### src/rtl/ftrg_pkg.sv
// ----------------------------------------------------------------------------
// ftrg_pkg: shared types and constants
// Item structs, op codes, controller states and the controller/datapath
// command and status groups of the top-two removal gain block.
// ----------------------------------------------------------------------------
package ftrg_pkg;

	localparam int FACILITIES = 1024;
	localparam int ADDR_W     = (FACILITIES > 1) ? $clog2(FACILITIES) : 1;

	localparam int OP_W     = 2;
	localparam int PROFIT_W = 16;
	localparam int FAC_W    = 10;
	localparam int SUM_W    = 32;

	typedef enum logic [OP_W-1:0] {
		OP_ENTRY = 2'd0,
		OP_QUERY = 2'd1,
		OP_CLEAR = 2'd2
	} op_t;

	localparam logic KIND_SUMMARY = 1'b0;
	localparam logic KIND_QUERY   = 1'b1;

	typedef struct packed {
		logic [OP_W-1:0]     op;
		logic [PROFIT_W-1:0] profit;
		logic [FAC_W-1:0]    facility;
		logic                is_open;
		logic                last_of_client;
	} in_item_t;

	typedef struct packed {
		logic                kind;
		logic                best_found;
		logic [FAC_W-1:0]    best_facility;
		logic [PROFIT_W-1:0] best_profit;
		logic [PROFIT_W-1:0] second_profit;
		logic [SUM_W-1:0]    total_profit;
		logic [SUM_W-1:0]    removal_gain;
		logic                keep_open;
	} out_item_t;

	typedef enum logic [1:0] {
		ST_CLEAR,
		ST_IDLE,
		ST_UPDATE,
		ST_QUERY
	} state_t;

	typedef struct packed {
		logic take;    // transfer accepted: update running top two, read gain store
		logic upd;     // close client: write gain, add total, load summary
		logic qry;     // load query answer
		logic clr_wr;  // write one zero entry of the clearing pass
	} cmd_t;

	typedef struct packed {
		logic out_free;  // output register can take a result this cycle
		logic clr_last;  // clearing pass is at its last entry
	} sts_t;

endpackage

### src/rtl/ftrg_ctrl.sv
// ----------------------------------------------------------------------------
// ftrg_ctrl: sequencing controller
// Accepts input transfers, steps through gain store read/update, query
// answer and the clearing pass, and commands the datapath.
// ----------------------------------------------------------------------------
module ftrg_ctrl (
	input  logic                  clk,
	input  logic                  arst_n,
	input  logic                  in_valid,
	input  logic [ftrg_pkg::OP_W-1:0] in_op,
	input  logic                  in_last,
	output logic                  in_stall,
	input  ftrg_pkg::sts_t        sts,
	output ftrg_pkg::cmd_t        cmd
);
	import ftrg_pkg::*;

	state_t state_q;
	state_t state_nxt;
	logic   accept;

	assign accept = in_valid && !in_stall;

	always_ff @(posedge clk or negedge arst_n) begin
		if (!arst_n) begin
			state_q <= ST_CLEAR;
		end else begin
			state_q <= state_nxt;
		end
	end

	always_comb begin
		state_nxt = state_q;
		unique case (state_q)
			ST_CLEAR: begin
				if (sts.clr_last) state_nxt = ST_IDLE;
			end
			ST_IDLE: begin
				if (accept) begin
					if (in_op == OP_ENTRY && in_last) state_nxt = ST_UPDATE;
					else if (in_op == OP_QUERY) state_nxt = ST_QUERY;
					else if (in_op == OP_CLEAR) state_nxt = ST_CLEAR;
				end
			end
			ST_UPDATE, ST_QUERY: begin
				if (sts.out_free) state_nxt = ST_IDLE;
			end
			default: state_nxt = ST_CLEAR;
		endcase
	end

	always_comb begin
		cmd      = '0;
		in_stall = 1'b1;
		unique case (state_q)
			ST_CLEAR: begin
				cmd.clr_wr = 1'b1;
			end
			ST_IDLE: begin
				in_stall = 1'b0;
				cmd.take = in_valid;
			end
			ST_UPDATE: begin
				cmd.upd = sts.out_free;
			end
			ST_QUERY: begin
				cmd.qry = sts.out_free;
			end
			default: begin
				cmd = '0;
			end
		endcase
	end

	a_clear_op_sweeps: assert property (@(posedge clk) disable iff (!arst_n)
		(accept && in_op == OP_CLEAR) |=> state_q == ST_CLEAR)
		else $error("clear op did not start the clearing pass");

	a_update_returns: assert property (@(posedge clk) disable iff (!arst_n)
		cmd.upd |=> state_q == ST_IDLE)
		else $error("controller did not return to idle after client update");

	a_update_waits: assert property (@(posedge clk) disable iff (!arst_n)
		(state_q == ST_UPDATE && !sts.out_free) |=> state_q == ST_UPDATE)
		else $error("client update left while output register was full");

endmodule

### config.mk
export PLATFORM = sky130hd
export DESIGN_NAME = ftrg_ctrl
export DESIGN_NICKNAME = d
export VERILOG_FILES = /design/src/rtl/ftrg_pkg.sv /design/src/rtl/ftrg_ctrl.sv
export SDC_FILE = /design/constraint.sdc
export NUM_CORES = 1
export LEC_CHECK = 0
export ABC_AREA = 1
export BUFFER_PORTS_ARGS = -buffer_cell sky130_fd_sc_hd__buf_4
export CAP_MARGIN = 20
export CORE_AREA = 4 4 41 43
export DETAILED_ROUTE_END_ITERATION = 6
export DIE_AREA = 0 0 45 47
export RECOVER_POWER = 25
export SETUP_SLACK_MARGIN = 0.02
export SLEW_MARGIN = 10
export SYNTH_ARGS = -nofsm -noshare
export SYNTH_HDL_FRONTEND = slang
export SYNTH_SLANG_ARGS = --single-unit
### constraint.sdc
create_clock -name clk -period 1.23 [get_ports clk]
set_input_delay 0.1845 -clock clk [delete_from_list [all_inputs] [get_ports clk]]
set_output_delay 0.1845 -clock clk [all_outputs]
set_load 0.02 [all_outputs]
Word-level counts from Yosys, hierarchy flattened
Index checks and enable logic that the tools add are counted.

word-level totals
  register bits after elaboration = 2
  bits in latches = 0
  RAM bits = 0
  memory bits (read-only) = 0
  input bits = 8
  output and inout port bits = 5
  word-level logic and storage cells = 28
  memories kept = 0

cells by class
  add/sub/neg operators = 0
  multiply operators = 0
  divide/modulo/power cells = 0
  order comparisons = 0
  eq/ne operators = 9
  shift-type cells = 0
  multiplexer cells = 12
  bitwise logic cells = 0
  reduce and logical (&&, ||, !) cells = 6

operator list
  operator                                                number
  two-way mux 2 bit                                       6
  == test 2 bit (second input constant)                   3
  inequality test 2 bit (second input constant)           3
  case mux 2 bit (3 select lines)                         1
  two-way mux 1 bit                                       5
  == test 2 x 1 -> 1 bit (second input constant)          2
  zero test 2 bit                                         2
  inequality test 4 x 1 -> 1 bit (second input constant)  1
  AND reduction 4 bit                                     1
  logical AND 1 bit                                       2
  OR reduction 2 bit                                      1

Depth between registers and ports, before layout
Gate-level depths: netlist of the first run.

  word-level depth = 6
  gate-level depth with buffers = 9
  mapped depth without buffers = 9

Worst setup path after synthesis of the first run
OpenSTA, ideal clock, no wires.

  kind = register to output
  from = reg state_q[1]
  to = out cmd[3] in the netlist's numbering
  arrival time = 0.812 ns
  required time = 1.046 ns
  setup slack = 0.233 ns
  cell stages (with the launch flop) = 5
  path buffers = 1
  cells stage by stage = dfrtp_1 inv_1 nand2_2 nor2_1 buf_4

RTL lines
  what                    line             source
  start, declared         ftrg_ctrl.sv:18  state_t state_q;
  start signal, assigned  ftrg_ctrl.sv:28  state_q <= state_nxt;
  end, declared           ftrg_ctrl.sv:14  output ftrg_pkg::cmd_t cmd

==> results of run 1 <==
## worst min path at each step
stage | depth (start not counted) | slack (ps) | startpoint | to
after floorplan | 0 | -110 | arst_n | state_q[0]
after global placement | 1 | -30 | arst_n | state_q[1]
after detailed placement | 1 | -30 | arst_n | state_q[0]
after CTS | 3 | 210 | sts[1] | state_q[1]
after global routing | 3 | 230 | sts[1] | state_q[1]
final | 3 | 220 | sts[1] | state_q[1]
## worst register-to-register path, stage by stage, from the launching register on
cell and delay, ps:
dfrtp_2 440, o21ai_0 170, nand2_1 100, nand3_1 90, nand2_1 50
## layout make-up
class	count	area share (%)
clock buffer	3	6.23
inverter	8	8.30
multi-input combinational	23	36.3
sequential	2	14.2
tap	15	5.19
timing repair buffer	14	29.8
## routing by layer
metal	GRT usage, %	part of all wire [%]	vias to the layer above
li1	-	-	130
met1	5.00	37	110
met2	8.47	54	9
met3	1.15	9.1	0
met4	8.77	0	0
met5	0	0	-
## cells in the mapped netlist
master	number	area share (%)
or2_2	1	3.1
buf_4	1	3.7
o21ai_0	1	2.5
nand2_2	2	6.1
inv_1	7	13
inv_2	1	1.8
nor2_1	4	7.4
dfrtp_1	2	25
nand2_1	10	18
nand3_1	2	4.9
a21oi_1	1	2.5
ha_1	2	12
## cells by family after synthesis
logic type | after synthesis
AO/OA/AOI/OAI | 2
adder cells (fa/ha/maj) | 2
buffers and inverters | 9
flip-flops | 2
AND/OR/NAND/NOR | 19
## repair_timing
item / in CTS / in global routing
resized for setup: 4 / 3
endpoints found under the hold margin: 2 / 0
buffers inserted: 0 / 1
hold buffers: 1 / 0
endpoints found under the setup margin: 1 / 1
pin swaps: 2 / 2
## stage by stage
step | std cells | power [W] | area, um^2 | hold WS, ps | setup slack [ps]
3_5_place_dp | 60 | 0.000554 | 305 | -31.3 | 195
6_report | 65 | 0.000771 | 362 | 222 | 62.3
5_1_grt | 65 | 0.000855 | 362 | 228 | 10.7
3_3_place_gp | 60 | 0.000550 | 305 | -32.2 | 203
4_1_cts | 64 | 0.000743 | 347 | 211 | 21.2
2_1_floorplan | 34 | 0.000421 | 204 | -111 | 233
## report_power, final
group | leakage, nW | internal, W | switching, W
combinational | 0.173 | 0.000210 | 0.000267
clock | 0.0138 | 0.000107 | 0.0000352
sequential | 0.0241 | 0.000102 | 0.0000500
total | 0.211 | 0.000419 | 0.000352
==> impl_results.md, run 1 <==
* Status: finished clean
* GP Congestion at 0.714
* Avg Cell Area, Syn at 6.00 um^2
* Worst vdd ir at 629 uV
* CTS Buf Count at 3
* PortBufs at 12
* Cell mode on critical path: buf_4
* Die X at 45 um
* Nets at 62
* Die area at 2120 um^2
* Hold/Removal Path Class: input port to flop
* FF-to-FF Start: state_q[0]
* WP buf/inv at 2
* Flops & latches, synth at 2
* First-pass GRT wire length at 779 um
* Post-Syn Instances at 34
* Max Freq at 0.856 GHz
* Core area at 1300 um^2
* # Max-Cap Violations at 0
* Syn Std Cell Area at 204 um^2
* Die Y-Extent at 47 um
* Worst-case clock buffer depth at 2
* Area of the multi-input gates at 131 um^2
* Largest net degree at the start of global routing at 7
* Critical Path RT at 1050 ps
* Filler instances at 163
* GRT Total Usage at 5.53%
* Relative slew slack at 91.1%
* R2R Path End: state_q[0]
* CP max-delay cell: dfrtp_1
* DRC Markers at 0
* Initial Util at 15.7%
* Crit. Startpoint: state_q[1]
* Post-synthesis compound-gate area fraction at 4.91%
* Clk slew on worst S/H paths at 30 ps
* I/O pin total at 13
* Post-synthesis mux area share at 0%
* Max reg flops at 2
* Routed wire length at 495 um
* Synth warn at 0
* WP depth at 3
* Lkg Pwr at 0.211 nW
* Crit path capture: cmd[0]
* Netlist cell types at 12
* WL/cell at 7.62 um
* Number of global-route vias before repair at 237
* Most flop-heavy register: state_q
* Initial antenna violation count at 0
* Slew @ Worst Pin at 132 ps
* Cell family with most CP delay: flip-flops
* Diodes inserted at 0
* FF-to-FF path depth at 4
* Register area share after synthesis at 24.5%
* 1st-iter DRT viols at 2
* CTS tree: yes
* Gr ovfl total at 0
* Syn-to-layout area delta at 77.3%
* Setup TNS Final at 0 ps
* Htree depth at 1
* Simple-gate share of the synthesized area at 39.9%
* Register Area at 51.3 um^2
* Synth Area in XOR/XNOR at 0%
* Clk root buf: clkbuf_4
* Max-slew violation count at 0
* Max incr delay on CP at 390 ps
* Final setup violation count at 0
* Synthesized netlist net count at 44
* Detailed Routing Iterations Pass 1 at 4
* Crit. End Element: primary output
* Post-DP HPWL at 373 um
* Pwr dens at 2130 nW/um^2
* Synth Area in Adders at 12.3%
* Most common library cell in the layout ignoring fill and taps: buf_4
* Fin util at 27.8%
* Crit path DAT at 980 ps
* Clock Latency Late Sink at 220 ps
* Layout cells sized above 1 at 46.0%
* Crit-path cells: buf_4 > nor2_2 > buf_4
* RSZ-0062 raised after global routing: yes
* Startpoint Class: flop
* Row Count at 13
* CP Max Fanout at 3
* Most frequent cells in the layout: buf_4, nand2_1, inv_1
* DRT antenna net count at 0
* Worst reg-to-reg setup slack at 260 ps
* Clock Sinks at 2
* Top flop regs: state_q x2
* Combinational family with the most area after synthesis: simple AND/OR/NAND/NOR gates
* WS Path Type: flop to primary output
* Final hold vios at 0
* Fin Clk Skew at 2.28 ps
* Final worst-path cycle share at 94.9%
* Routed vias/inst at 3.83
* Vias at 249
* Final min period at 1170 ps
No activity file was read; power rests on OpenSTA's default activity.
==> run 2, diff against run 1 <==
clock period = 1.5 ns   (was 1.23 ns; I/O delays follow)
==> impl_results.md, run 2 (synthesis results as in run 1) <==
* I/O pin total at 13 (unchanged)
* Lkg Pwr at 0.203 nW (-3.7%)
* Pwr dens at 1720 nW/um^2 (-20%)
* Crit path DAT at 1030 ps (+50 ps)
* CP max-delay cell: dfrtp_1
* DRT antenna net count at 0 (unchanged)
* WP depth at 4 (+1)
* Final hold vios at 0 (unchanged)
* Max-slew violation count at 0 (unchanged)
* Final setup violation count at 0 (unchanged)
* GRT Total Usage at 5.45% (-0.079 points)
* FF-to-FF path depth at 4 (unchanged)
* Initial Util at 15.7% (unchanged)
* 1st-iter DRT viols at 0 (-2)
* Htree depth at 1 (unchanged)
* Status: finished clean
* Diodes inserted at 0 (unchanged)
* Clk slew on worst S/H paths at 30 ps (about the same)
* WP buf/inv at 2 (unchanged)
* Worst reg-to-reg setup slack at 520 ps (+260 ps)
* Die area at 2120 um^2 (unchanged)
* GP Congestion at 0.719 (+0.73%)
* Crit-path cells: inv_1 > nand2_2 > nor2_1 > buf_4
* R2R Path End: state_q[1]
* Worst hold start: sts[1]
* Worst vdd ir at 676 uV (+7.5%)
* Filler instances at 158 (-3.1%)
* # Max-Cap Violations at 0 (unchanged)
* Gr ovfl total at 0 (unchanged)
* Routed vias/inst at 3.63 (-5.4%)
* Largest net degree at the start of global routing at 7 (unchanged)
* Clk root buf: clkbuf_4
* Most flop-heavy register: state_q
* Hold/Removal Path Class: input port to flop
* RSZ-0062 raised after global routing: no
* PortBufs at 12 (unchanged)
* Crit path capture: cmd[3]
* Cells on Worst Hold Path at 3 (unchanged)
* Detailed Routing Iterations Pass 1 at 1 (-3)
* Worst-case clock buffer depth at 2 (unchanged)
* Die X at 45 um (unchanged)
* Fin Clk Skew at 0.899 ps (-1.38 ps)
* Fin util at 25.7% (-2.1 points)
* Clock Sinks at 2 (unchanged)
* Max incr delay on CP at 380 ps (about the same)
* Slew @ Worst Pin at 188 ps (+56.1 ps)
* Critical Path RT at 1270 ps (+220 ps)
* Max reg flops at 2 (unchanged)
* Crit. End Element: primary output
* Vias at 232 (-6.8%)
* WL/cell at 7.50 um (-1.5%)
* FF-to-FF Start: state_q[0]
* Max Freq at 0.794 GHz
* First-pass GRT wire length at 807 um (+3.6%)
* Post-DP HPWL at 396 um (+6.3%)
* Crit. Startpoint: state_q[1]
* Row Count at 13 (unchanged)
* Die Y-Extent at 47 um (unchanged)
* Core area at 1300 um^2 (unchanged)
* CTS Buf Count at 3 (unchanged)
* Initial antenna violation count at 0 (unchanged)
* Layout cells sized above 1 at 36.7% (-9.3 points)
* Clock Latency Late Sink at 220 ps (about the same)
* Post-Place Setup Slack at 416 ps (+221 ps)
* Routed wire length at 480 um (-3.0%)
* Nets at 61 (-1.6%)
* Cell family with most CP delay: flip-flops
* Number of global-route vias before repair at 232 (-2.1%)
* Final worst-path cycle share at 84.0%
* CP Max Fanout at 4 (+1)
* PostCTS Resize Cnt at 0 (-4)
* Syn-to-layout area delta at 63.8%
* CTS tree: yes
* Setup TNS Final at 0 ps (unchanged)
* Relative slew slack at 87.4% (-3.6 points)
* WS Path Type: flop to primary output
* Final min period at 1260 ps
* DRC Markers at 0 (unchanged)
* Most frequent cells in the layout: buf_4, nand2_1, inv_1
* Startpoint Class: flop
* Most common library cell in the layout ignoring fill and taps: buf_4
* Top flop regs: state_q x2
* Worst setup margin at 240 ps (+178 ps)
run 2: layout make-up:
cell class              count  area, um^2  area share (%)
well taps                  15        18.8            5.62
multi-input cells          23         116            34.8
inverters                   8        30.0            8.99
clock buffers               3        22.5            6.74
flip-flops and latches      2        50.0            15.0
repair buffers             13        96.3            28.8
run 2: power by group:
group | internal, W | total, W | switching (W)
Clock | 0.0000882 | 0.000118 | 0.0000301
Combinational | 0.000140 | 0.000345 | 0.000205
Sequential | 0.0000805 | 0.000110 | 0.0000300
run 2: layer usage:
metal | track usage [%] | wire length, um | part of all wire (%) | up-vias
li1 | - | - | - | 129
met2 | 7.34 | 220 | 46 | 9
met1 | 7.05 | 211 | 44 | 94
met5 | 0 | 0 | 0 | -
met3 | 0 | 48 | 10 | 0
met4 | 7.02 | 0 | 0 | 0
run 2: through the flow:
stage	total power (W)	hold slack [ps]	cell area [um^2]	cells
floorplan	0.000345	-70.6	204	34
global placement	0.000450	7.92	305	60
detailed placement	0.000455	7.47	305	60
CTS	0.000584	266	338	64
global route	0.000624	283	334	64
finish	0.000573	268	334	64
run 2: what timing repair did:
action / in CTS / in global routing
hold buffers: 1 / 0
buffers inserted: 0 / 0
endpoints found under the hold margin: 2 / 0
setup endpoints to repair: 0 / 0
run 2: worst min-delay path by stage:
| stage | end |
|---|---|
| after floorplan | state_q[0] |
| after global placement | state_q[1] |
| after detailed placement | state_q[0] |
| after CTS | state_q[1] |
| after global routing | state_q[1] |
| final | state_q[1] |
run 2: worst min-delay path: stages:
cell	delay (ps)
buf_4	80
or2_2	90
nand2_1	50
